### src/rtl/hkrt_pkg.sv
// Boot-keyboard report tracker: shared types, codes and the modifier decode.
// No dependencies; used by the interfaces, the slot scan unit and the top level.
`timescale 1ns / 1ps

package hkrt_pkg;

  localparam int UsageW   = 8;
  localparam int CodeW    = 10;
  localparam int IndexW   = 8;
  localparam int CodeExtW = CodeW + 1;
  localparam int OutSlots = 6;

  typedef logic [UsageW-1:0] usage_t;

  typedef enum logic {
    OP_KEY_EVENT = 1'b0,
    OP_MAP_WRITE = 1'b1
  } op_t;

  typedef enum logic [1:0] {
    ST_IDLE,
    ST_LOOKUP,
    ST_SCAN,
    ST_EMIT
  } state_t;

  // input-layer modifier keycodes
  localparam logic [7:0] KEY_LCTRL  = 8'd29;
  localparam logic [7:0] KEY_LSHIFT = 8'd42;
  localparam logic [7:0] KEY_LALT   = 8'd56;
  localparam logic [7:0] KEY_LMETA  = 8'd125;
  localparam logic [7:0] KEY_RCTRL  = 8'd97;
  localparam logic [7:0] KEY_RSHIFT = 8'd54;
  localparam logic [7:0] KEY_RALT   = 8'd100;
  localparam logic [7:0] KEY_RMETA  = 8'd126;

  typedef struct packed {
    logic                op;
    logic                is_key_event;
    logic [CodeW-1:0]    key_code;
    logic                pressed;
    logic [IndexW-1:0]   map_index;
    usage_t              map_value;
  } in_item_t;

  typedef struct packed {
    usage_t modifier_byte;
    usage_t slot0;
    usage_t slot1;
    usage_t slot2;
    usage_t slot3;
    usage_t slot4;
    usage_t slot5;
  } out_item_t;

  typedef struct packed {
    logic   start;
    logic   press;
    usage_t usage;
  } scan_cmd_t;

  typedef struct packed {
    logic busy;
    logic done;
  } scan_sts_t;

  function automatic logic [7:0] mod_bit(input logic [7:0] code);
    logic [7:0] m;
    m = 8'h00;
    unique case (code)
      KEY_LCTRL:  m = 8'h01;
      KEY_LSHIFT: m = 8'h02;
      KEY_LALT:   m = 8'h04;
      KEY_LMETA:  m = 8'h08;
      KEY_RCTRL:  m = 8'h10;
      KEY_RSHIFT: m = 8'h20;
      KEY_RALT:   m = 8'h40;
      KEY_RMETA:  m = 8'h80;
      default:    m = 8'h00;
    endcase
    return m;
  endfunction

endpackage

### src/rtl/hkrt_if.sv
// Valid/ready channel interfaces for the key-event input and the report output.
// Depends on hkrt_pkg for the payload types.
`timescale 1ns / 1ps

interface hkrt_in_if;
  logic               valid;
  logic               ready;
  hkrt_pkg::in_item_t data;
  modport source (output valid, output data, input ready);
  modport sink   (input valid, input data, output ready);
endinterface

interface hkrt_out_if;
  logic                valid;
  logic                ready;
  hkrt_pkg::out_item_t data;
  modport source (output valid, output data, input ready);
  modport sink   (input valid, input data, output ready);
endinterface

### src/rtl/hkrt_slot_scan.sv
// Key slot store and its one-slot-per-cycle scan unit (rotating window).
// Depends on hkrt_pkg.
`timescale 1ns / 1ps

module hkrt_slot_scan #(
  parameter int SLOT_COUNT = 6
) (
  input  logic                clk,
  input  logic                rst_n,
  input  hkrt_pkg::scan_cmd_t cmd,
  output hkrt_pkg::scan_sts_t sts,
  output hkrt_pkg::usage_t    slots [SLOT_COUNT]
);
  import hkrt_pkg::*;

  localparam int StepW  = (SLOT_COUNT > 1) ? $clog2(SLOT_COUNT) : 1;
  localparam int NxtIdx = (SLOT_COUNT > 1) ? 1 : 0;
  localparam logic [StepW-1:0] LastStep = StepW'(SLOT_COUNT - 1);

  usage_t           slots_r [SLOT_COUNT];
  usage_t           slots_nxt [SLOT_COUNT];
  usage_t           usage_r;
  logic             press_r;
  logic             stop_r, stop_nxt;
  logic             busy_r;
  logic [StepW-1:0] step_r;
  usage_t           cur, nxt_v;
  logic             fill;

  // slot 0 of the window is the slot being scanned; the array rotates left
  // each step, so after a full pass over all slots the order is restored
  always_comb begin
    cur   = slots_r[0];
    nxt_v = slots_r[NxtIdx];
    fill  = 1'b0;
    if (!stop_r) begin
      if (cur == usage_r) cur = '0;
      if (press_r && cur == '0) begin
        cur  = usage_r;
        fill = 1'b1;
      end else if (step_r != LastStep && cur == '0) begin
        cur   = nxt_v;
        nxt_v = '0;
      end
    end
    stop_nxt = stop_r | fill;
    for (int k = 0; k < SLOT_COUNT; k++) begin
      slots_nxt[k] = slots_r[(k + 1) % SLOT_COUNT];
    end
    slots_nxt[0]            = nxt_v;
    slots_nxt[SLOT_COUNT-1] = cur;
  end

  always_ff @(posedge clk) begin
    if (!rst_n) begin
      busy_r <= 1'b0;
      step_r <= '0;
      stop_r <= 1'b0;
      for (int k = 0; k < SLOT_COUNT; k++) slots_r[k] <= '0;
    end else if (cmd.start) begin
      busy_r  <= 1'b1;
      step_r  <= '0;
      stop_r  <= 1'b0;
      usage_r <= cmd.usage;
      press_r <= cmd.press;
    end else if (busy_r) begin
      slots_r <= slots_nxt;
      stop_r  <= stop_nxt;
      step_r  <= step_r + StepW'(1);
      if (step_r == LastStep) busy_r <= 1'b0;
    end
  end

  assign sts.busy = busy_r;
  assign sts.done = busy_r && (step_r == LastStep);
  assign slots    = slots_r;

endmodule

### src/rtl/hid_keyboard_report_tracker.sv
// Boot-keyboard report tracker top level: key map RAM, modifier byte, sequencer.
// Depends on hkrt_pkg, hkrt_if and hkrt_slot_scan.
//
//   channel | dir | handshake         | beat
//   in_bus  | in  | valid/ready       | key event or key-map write
//   out_bus | out | valid/ready       | modifier byte and six key slots
//
// Map writes and ignored events are taken at the input; the sequencer stays idle.
// A modifier key goes from the accept to the report load.
// A non-modifier key: map read, scan at one slot per cycle, then the report load.
// Reset clears modifiers and slots; the key map is undefined until written.
// A report waiting on out_bus does not block the input; only the final load waits.
`timescale 1ns / 1ps

module hid_keyboard_report_tracker #(
  parameter int SLOT_COUNT  = 6,
  parameter int MAP_ENTRIES = 256
) (
  input  logic       clk,
  input  logic       rst_n,
  hkrt_in_if.sink    in_bus,
  hkrt_out_if.source out_bus
);
  import hkrt_pkg::*;

  localparam int AddrW = $clog2(MAP_ENTRIES);
  localparam logic [CodeExtW-1:0] MapLimit = CodeExtW'(MAP_ENTRIES);

  state_t              st_r, st_nxt;
  usage_t              map_mem [MAP_ENTRIES];
  usage_t              map_q_r;
  logic                in_map_r;
  logic                press_r;
  usage_t              held_r;
  logic                out_valid_r;
  out_item_t           out_data_r;
  scan_cmd_t           scan_cmd;
  scan_sts_t           scan_sts;
  usage_t              slots [SLOT_COUNT];
  usage_t              rpt_slots [OutSlots];
  logic                in_fire, emit_load;
  logic [CodeExtW-1:0] code_ext, idx_ext;
  logic                code_ok, key_fire, wr_fire;
  logic [7:0]          mod;

  assign in_fire  = in_bus.valid && in_bus.ready;
  assign code_ext = {1'b0, in_bus.data.key_code};
  assign idx_ext  = {{(CodeExtW-IndexW){1'b0}}, in_bus.data.map_index};
  assign code_ok  = in_bus.data.is_key_event && (in_bus.data.key_code[CodeW-1:IndexW] == '0);
  assign mod      = mod_bit(in_bus.data.key_code[7:0]);
  assign key_fire = in_fire && (in_bus.data.op == OP_KEY_EVENT) && code_ok;
  assign wr_fire  = in_fire && (in_bus.data.op == OP_MAP_WRITE) && (idx_ext < MapLimit);

  // key map RAM
  always_ff @(posedge clk) begin
    if (wr_fire) map_mem[idx_ext[AddrW-1:0]] <= in_bus.data.map_value;
    if (key_fire) map_q_r <= map_mem[code_ext[AddrW-1:0]];
  end

  always_ff @(posedge clk) begin
    if (key_fire) begin
      in_map_r <= code_ext < MapLimit;
      press_r  <= in_bus.data.pressed;
    end
  end

  always_ff @(posedge clk) begin
    if (!rst_n) begin
      held_r <= '0;
    end else if (key_fire && mod != '0) begin
      held_r <= in_bus.data.pressed ? (held_r | mod) : (held_r & ~mod);
    end
  end

  always_ff @(posedge clk) begin
    if (!rst_n) st_r <= ST_IDLE;
    else        st_r <= st_nxt;
  end

  always_comb begin
    st_nxt         = st_r;
    in_bus.ready   = 1'b0;
    emit_load      = 1'b0;
    scan_cmd.start = 1'b0;
    scan_cmd.press = press_r;
    scan_cmd.usage = in_map_r ? map_q_r : '0;
    unique case (st_r)
      ST_IDLE: begin
        in_bus.ready = 1'b1;
        if (key_fire) st_nxt = (mod != '0) ? ST_EMIT : ST_LOOKUP;
      end
      ST_LOOKUP: begin
        scan_cmd.start = 1'b1;
        st_nxt         = ST_SCAN;
      end
      ST_SCAN: begin
        if (scan_sts.done) st_nxt = ST_EMIT;
      end
      ST_EMIT: begin
        if (!out_valid_r || out_bus.ready) begin
          emit_load = 1'b1;
          st_nxt    = ST_IDLE;
        end
      end
      default: st_nxt = ST_IDLE;
    endcase
  end

  hkrt_slot_scan #(
    .SLOT_COUNT(SLOT_COUNT)
  ) u_scan (
    .clk  (clk),
    .rst_n(rst_n),
    .cmd  (scan_cmd),
    .sts  (scan_sts),
    .slots(slots)
  );

  for (genvar k = 0; k < OutSlots; k++) begin : g_rpt
    if (k < SLOT_COUNT) begin : g_on
      assign rpt_slots[k] = slots[k];
    end else begin : g_off
      assign rpt_slots[k] = '0;
    end
  end

  always_ff @(posedge clk) begin
    if (!rst_n) begin
      out_valid_r <= 1'b0;
    end else if (emit_load) begin
      out_valid_r <= 1'b1;
    end else if (out_bus.ready) begin
      out_valid_r <= 1'b0;
    end
  end

  always_ff @(posedge clk) begin
    if (emit_load) begin
      out_data_r.modifier_byte <= held_r;
      out_data_r.slot0         <= rpt_slots[0];
      out_data_r.slot1         <= rpt_slots[1];
      out_data_r.slot2         <= rpt_slots[2];
      out_data_r.slot3         <= rpt_slots[3];
      out_data_r.slot4         <= rpt_slots[4];
      out_data_r.slot5         <= rpt_slots[5];
    end
  end

  assign out_bus.valid = out_valid_r;
  assign out_bus.data  = out_data_r;

  a_scan_idle: assert property (@(posedge clk) disable iff (!rst_n)
    st_r == ST_IDLE |-> !scan_sts.busy)
    else $error("scan unit busy while sequencer idle");

  a_done_in_scan: assert property (@(posedge clk) disable iff (!rst_n)
    scan_sts.done |-> st_r == ST_SCAN)
    else $error("scan done outside scan state");

  a_emit_valid: assert property (@(posedge clk) disable iff (!rst_n)
    emit_load |=> out_valid_r)
    else $error("report load did not raise out valid");

  a_write_quiet: assert property (@(posedge clk) disable iff (!rst_n)
    in_fire && in_bus.data.op == OP_MAP_WRITE |=> st_r == ST_IDLE && !emit_load)
    else $error("map write started report work");

endmodule
### src/flat_wrapper.sv
// flat-port wrapper written by rule: the top's interface ports become plain ports
module hid_keyboard_report_tracker_flat import hkrt_pkg::*;
#(
  parameter int SLOT_COUNT  = 6,
  parameter int MAP_ENTRIES = 256
)
  (clk, rst_n, in_bus_valid, in_bus_data, in_bus_ready, out_bus_valid, out_bus_data, out_bus_ready);
  hkrt_in_if in_bus_i ();
  hkrt_out_if out_bus_i ();
  input  logic clk;
  input  logic rst_n;
  input wire logic [$bits(in_bus_i.valid)-1:0] in_bus_valid;
  input wire logic [$bits(in_bus_i.data)-1:0] in_bus_data;
  output wire logic [$bits(in_bus_i.ready)-1:0] in_bus_ready;
  output wire logic [$bits(out_bus_i.valid)-1:0] out_bus_valid;
  output wire logic [$bits(out_bus_i.data)-1:0] out_bus_data;
  input wire logic [$bits(out_bus_i.ready)-1:0] out_bus_ready;
  assign in_bus_i.valid = in_bus_valid;
  assign in_bus_i.data = in_bus_data;
  assign in_bus_ready = in_bus_i.ready;
  assign out_bus_valid = out_bus_i.valid;
  assign out_bus_data = out_bus_i.data;
  assign out_bus_i.ready = out_bus_ready;
  hid_keyboard_report_tracker #(.SLOT_COUNT(SLOT_COUNT), .MAP_ENTRIES(MAP_ENTRIES)) u_core (.clk(clk), .rst_n(rst_n), .in_bus(in_bus_i), .out_bus(out_bus_i));
endmodule
### config.mk
export PLATFORM = sky130hd
export DESIGN_NAME = hid_keyboard_report_tracker_flat
export DESIGN_NICKNAME = d
export VERILOG_FILES = /design/src/rtl/hkrt_pkg.sv /design/src/rtl/hkrt_if.sv /design/src/rtl/hkrt_slot_scan.sv /design/src/rtl/hid_keyboard_report_tracker.sv /design/src/flat_wrapper.sv
export SDC_FILE = /design/constraint.sdc
export NUM_CORES = 2
export LEC_CHECK = 0
export BUFFER_PORTS_ARGS = -buffer_cell sky130_fd_sc_hd__buf_4
export CORE_ASPECT_RATIO = 0.5
export CORE_MARGIN = 2
export CORE_UTILIZATION = 45
export CTS_CLUSTER_DIAMETER = 120
export DETAILED_ROUTE_END_ITERATION = 8
export PLACE_DENSITY_LB_ADDON = 0.2
export SLEW_MARGIN = 20
export SYNTH_ARGS = -nofsm -noshare
export SYNTH_HDL_FRONTEND = slang
export SYNTH_SLANG_ARGS = --single-unit
### constraint.sdc
create_clock -name clk -period 6.74 [get_ports clk]
set_input_delay 0.337 -clock clk [delete_from_list [all_inputs] [get_ports clk]]
set_output_delay 0.337 -clock clk [all_outputs]
set_load 0.05 [all_outputs]
Word-level counts from Yosys, hierarchy flattened
Memory sizes are Yosys's and may differ from the RTL's. A register that Yosys moved wholly into a read port is not among the register bits.
Cells that the tools add are included.
{ "totals": {"reg_bits": 131, "ramBits": 2048, "input_bits": 33, "output_inout_bits": 58, "word_cells": 100, "memories": 1} }
{ "mem_list": {"columns": ["memory", "depth", "width", "rd", "rd_clocked_by_memory_dff", "write_ports", "line_no", "text"], "rows": [
  ["u_core.map_mem", 256, 8, 1, 1, 1, "hid_keyboard_report_tracker.sv:30", "usage_t map_mem [MAP_ENTRIES];"]
]} }
{ "classes": {"add_sub_neg": 1, "order_cmp": 2, "n_eq_ne": 17, "n_mux": 28, "bitwise": 7, "reduce_logical": 21} }
{ "ops": {"columns": ["op", "n"], "rows": [
  ["2-to-1 mux 8 bit", 9],
  ["one-hot mux 8 bit (8 select lines)", 1],
  ["== test 8 x 7 -> 1 bit, second input constant", 4],
  ["== test 8 x 6 -> 1 bit, second input constant", 3],
  ["2-to-1 mux 1 bit", 13],
  ["logical AND 1 bit", 10],
  ["< comparator 10 x 9 -> 1 bit, second input constant", 1],
  ["< comparator 8 x 9 -> 1 bit, second input constant", 1],
  ["bitwise AND 8 bit", 1],
  ["== test 8 x 5 -> 1 bit, second input constant", 1],
  ["== test 8 bit", 1],
  ["logical NOT 8 bit", 1],
  ["2-to-1 mux 2 bit", 4],
  ["inverter 8 bit", 1],
  ["bitwise OR 8 bit", 1],
  ["one-hot mux 2 bit (4 select lines)", 1],
  ["nonzero test 8 bit", 1],
  ["!= test 2 x 1 -> 1 bit, second input constant", 3],
  ["== test 2 bit, second input constant", 2],
  ["logical NOT 2 bit", 2],
  ["AND reduction 2 bit", 2],
  ["adder 3 x 1 -> 3 bit, second input constant", 1],
  ["== test 3 bit, second input constant", 1],
  ["!= test 3 bit, second input constant", 1],
  ["8 further kinds", 10]
]} }

Longest topological paths before layout
{ "depth": {"ltp_word": 8, "ltp_mapped": 12, "depth_no_buf": 8} }

Modules after synthesis
A second synthesis with hierarchy kept.
{ "hier_totals": {"cells_unflattened": 4221, "area_unflattened_um2": 84766.3} }
{ "modules_own_cells": {"columns": ["module", "instances", "cells_each", "area_each_um2", "seq_area_each_um2"], "rows": [
  ["hid_keyboard_report_tracker", 1, 3909, 82096.2, 63701.1],
  ["hkrt_slot_scan", 1, 312, 2670.1, 1331.3]
]} }

Worst setup path after synthesis
No wires, ideal clock.
{ "synth_timing": {"kind": "register -> register", "startpoint": "register u_core.out_valid_r, in the netlist u_core.out_bus.valid", "endpoint": "register u_core.out_data_r (netlist bit u_core.out_bus.data[0]), enable pin", "setup_ns": 0.477, "arrival_ns": 3.212, "required_ns": 6.263, "path_slack_ns": 3.051, "path_stages_with_launch": 3, "n_path_buf": 0, "period_less_slack_ns": 3.689, "cell_sequence": "dfxtp_1 -> nor2b_1 -> nor2b_1"} }
{ "synth_via": {"elab_chain_cells": 4} }
{ "synth_lines": {"columns": ["element", "line_no", "text"], "rows": [
  ["start, declared", "hid_keyboard_report_tracker.sv:35", "logic out_valid_r;"],
  ["start signal, assigned", "hid_keyboard_report_tracker.sv:129", "out_valid_r <= 1'b0;"],
  ["start signal, assigned", "hid_keyboard_report_tracker.sv:131", "out_valid_r <= 1'b1;"],
  ["start signal, assigned", "hid_keyboard_report_tracker.sv:133", "out_valid_r <= 1'b0;"],
  ["logical NOT 1 bit", "hid_keyboard_report_tracker.sv:100", "if (!out_valid_r || out_bus.ready) begin"],
  ["logical OR 1 bit", "hid_keyboard_report_tracker.sv:100", null],
  ["2-to-1 mux 1 bit", "hid_keyboard_report_tracker.sv:100", null],
  ["2-to-1 mux 1 bit", "hid_keyboard_report_tracker.sv:87", "unique case (st_r)"],
  ["via u_core.emit_load", "hid_keyboard_report_tracker.sv:41", "logic in_fire, emit_load;"],
  ["end, declared", "hid_keyboard_report_tracker.sv:36", "out_item_t out_data_r;"]
]} }
The timed path passes the listed nets, and every way through them passes these cells.
A chain may end at the register's enable or synchronous reset.

Worst setup path in the final report
{ "layout_timing": {"startpoint": "register u_core.st_r[1]", "endpoint": "memory u_core.map_mem[34][3] (netlist name), enable pin"} }
{ "layout_via": {"elab_chain_cells": 7} }
{ "layout_lines": {"columns": ["element", "line_no", "text"], "rows": [
  ["start, declared", "hid_keyboard_report_tracker.sv:29", "state_t st_r, st_nxt;"],
  ["start signal, assigned", "hid_keyboard_report_tracker.sv:77", "else st_r <= st_nxt;"],
  ["logical NOT 2 bit", "hid_keyboard_report_tracker.sv:87", null],
  ["2-to-1 mux 1 bit", "hid_keyboard_report_tracker.sv:87", null],
  ["logical AND 1 bit", "hid_keyboard_report_tracker.sv:46", "assign in_fire = in_bus.valid && in_bus.ready;"],
  ["logical AND 1 bit (2 in series)", "hid_keyboard_report_tracker.sv:52", "assign wr_fire = in_fire && (in_bus.data.op == OP_MAP_WRITE) && (idx_ext < MapLimit);"],
  ["2-to-1 mux 1 bit", "hid_keyboard_report_tracker.sv:56", "if (wr_fire) map_mem[idx_ext[AddrW-1:0]] <= in_bus.data.map_value;"],
  ["2-to-1 mux 1 bit (not written as such)", "hid_keyboard_report_tracker.sv:56", null],
  ["end, declared", "hid_keyboard_report_tracker.sv:30", null]
]} }
Every way passes these cells.

==> flow_summary.toml <==
[run_status]
status = "complete, no violations"

[die]
die_y_um = 311
die_area_um2 = 192000
start_util = 0.454
fp-row-count = 112
ios = 91
coreArea_um2 = 187000
die_w_um = 618

[yosys]
synth.top_cell.area_share = 0.751
seq_area_frac_synth = 0.766
yosysWarnings = 0
synth_flop_cell = "edfxtp_1"
syn_area_per_cell_um2 = 20.2
synth_area_um2 = 84900
synth_edf_count = 2123
syn_nets = 4234
ys_ff_latch = 2187
synth_cell_types = 73
synthTopCellsByArea = "edfxtp_1 (75%), mux4_2 (12%), mux2i_1 (2.0%), dfxtp_1 (1.5%), nor2_1 (1.4%)"
async_reset_ff_frac = 0
synth.largest_area_cell = "edfxtp_1"
syn_inst = 4195

[finish]
drive_gt1_frac = 0.206
nets = 4371
fin_area_um2 = 94400
area_delta_synth_final_pct = 11.1
final_common_cell = "edfxtp_1"
final_cell_mix = "edfxtp_1 (2123), mux4_2 (438), nor2_1 (306), clkbuf_16 (201), mux2i_1 (167)"

[critical_path]
cp.arrival_ps = 4580
crit_family = "simple AND/OR/NAND/NOR gates"
worst-path-buf-inv = 2
cp_max_fo = 10
cpPeakStageDelay_ps = 850
worstSetupStartpointType = "register"
cp.required_ps = 7180
slowest_stage = "nor2_1"
cp-end-kind = "register"
path_cells = "inv_1 -> ha_1 -> nand3_1 -> nor3b_1 -> nand2_1 -> buf_4 -> nor2_1"
criticalPathCategory = "reg -> reg"

[detailed_routing]
wire_per_inst_um = 34.0
num_vias = 43800
drtIter0Drc = 6644
firstDrtPassIters = 6
via_per_inst = 6.26
antenna_left = 0
drc_errors = 0
totalWireLength_um = 238000

[sta]
setup_ws_ps = 2600
slew_headroom = 0.145
fin_tns_setup_ps = 0
drv_slew = 0
worst_pin_slew_ps = 1250
timing.final.crit_share = 0.615
finClkSkew_ps = 47.3
finalHoldViolCount = 0
hold-worst-slack_ps = 16.8
setup_violations = 0
layout_min_cycle_time_ps = 4140
timing.fmax_mhz = 241
rsz0062_at_grt = "false"

[global_route]
grt_max_degree = 189
grt_pass1_wl_um = 333000
grt.total_usage = 0.245
antenna_found_initial = 16
grt_pass1_vias = 43000
grt-ovfl-total = 0

[clock_network]
clk_latency_ps = 850
clock-sinks = 2187
cts_buffers = 199
clockBufferDepth = 4
cts-root-buf = "clkbuf_16"
clk_pin_slew_worst_paths_ps = 60
htreeDepth = 4
cts_tree = "built"
postCtsSetupBuffers = 0

[power]
powerDensity_nw_per_um2 = 293
p_leak_nw = 29.2
ir_worst_vdd_mv = 0.212

[placement]
dpl.hpwl_um = 144000
dpl_cell_area_um2 = 88200
routabilityCongestion = 0.861
numPortBuffers = 90
place_ws_ps = 2040

[job]
maxCapViolCount = 0

[min_path]
hp-class = "in -> reg"
## stage by stage
stage | util | total power [mW] | cells
floorplan | - | 16.2 | 4195
global placement | 0.471 | 16.9 | 6630
detailed placement | 0.472 | 16.9 | 6633
CTS | 0.505 | 27.7 | 6984
global route | 0.505 | 28.3 | 6985
finish | 0.505 | 27.6 | 6988
## registers in the layout, indices dropped and copies added, names as in the netlist, 2 cells and up, named ones only
| signal | cells |
|---|---|
| u_core.map_mem | 2048 |
| u_core.out_bus.data | 56 |
| u_core.u_scan.slots | 48 |
| u_core.map_q_r | 8 |
| u_core.u_scan.usage_r | 8 |
| u_core.u_scan.step_r | 3 |
| u_core.st_r | 2 |
## final timing paths
kind / from / cells after the start / to / slack [ps]
worst min-delay path: in_bus_data[6] / 1 / u_core.map_mem[250][6]$_DFFE_PP_ / 20
worst max-delay path: u_core.st_r[1]$_SDFFE_PN0P_ / 7 / u_core.map_mem[34][3]$_DFFE_PP_ / 2600
worst min register to register: register / 0 / u_core.out_bus.data[51]$_DFFE_PP_ / 430
worst max register to register: u_core.st_r[1]$_SDFFE_PN0P_ / 7 / u_core.map_mem[34][3]$_DFFE_PP_ / 2600
## cell families (layout without fill, tap and decap cells)
family | after synthesis | in the layout | share of synthesized area
AND/OR/NAND/NOR | 644 | 644 | 0.0332
adder cells (fa/ha/maj) | 6 | 6 | 0.000884
flip-flops | 2187 | 2187 | 0.766
buffers and inverters | 261 | 543 | 0.0187
XOR/XNOR | 12 | 12 | 0.00124
other | 0 | 3 | 0
AO/OA/AOI/OAI | 453 | 453 | 0.0377
multiplexers | 632 | 632 | 0.142
## power by group
part	internal, mW	switching (mW)	leakage, nW
logic	0.501	1.13	6.56
registers	15.0	0.0565	19.6
clock network	6.09	4.90	3.00
total	21.5	6.09	29.2
## layer usage
layer,vias up,global-route usage,share of wire
met3,381,0.0553,0.10
li1,17600,-,-
met2,2391,0.363,0.45
met5,-,0,0.00023
met1,23400,0.366,0.42
met4,8,0.0702,0.029
## repair_timing
| item | CTS | global route |
|---|---|---|
| hold endpoints to repair | 50 | 0 |
| hold buffers | 5 | 0 |
| gates resized for setup | 0 | 0 |
## final cells by class
cell class | instances | area, um^2
Clock buffer | 240 | 5210
Clock inverter | 106 | 917
Multi-Input combinational cell | 1747 | 18400
Sequential cell | 2187 | 65000
Fill cell | 14900 | 92600
Tap cell | 2508 | 3140
Inverter | 8 | 32.5
Timing Repair Buffer | 189 | 1630
Antenna cell | 3 | 7.51
## synthesized netlist by cell type (all sizes together) (8+ instances only)
cell type,count
a2111oi,11
a211o,11
a211oi,15
a21boi,33
a21oi,89
a221oi,29
a22o,18
a22oi,111
a31oi,10
a32oi,9
and2,18
buf,159
clkbuf,94
dfxtp,64
edfxtp,2123
inv,8
mux2,9
mux2i,168
mux4,455
nand2,160
nand2b,13
nand3,36
nand4,10
nor2,309
nor2b,38
nor3,21
nor4,12
o211ai,11
o21ai,41
o221ai,19
o22ai,24
xnor2,9
No activity file was read; power rests on OpenSTA's default activity.
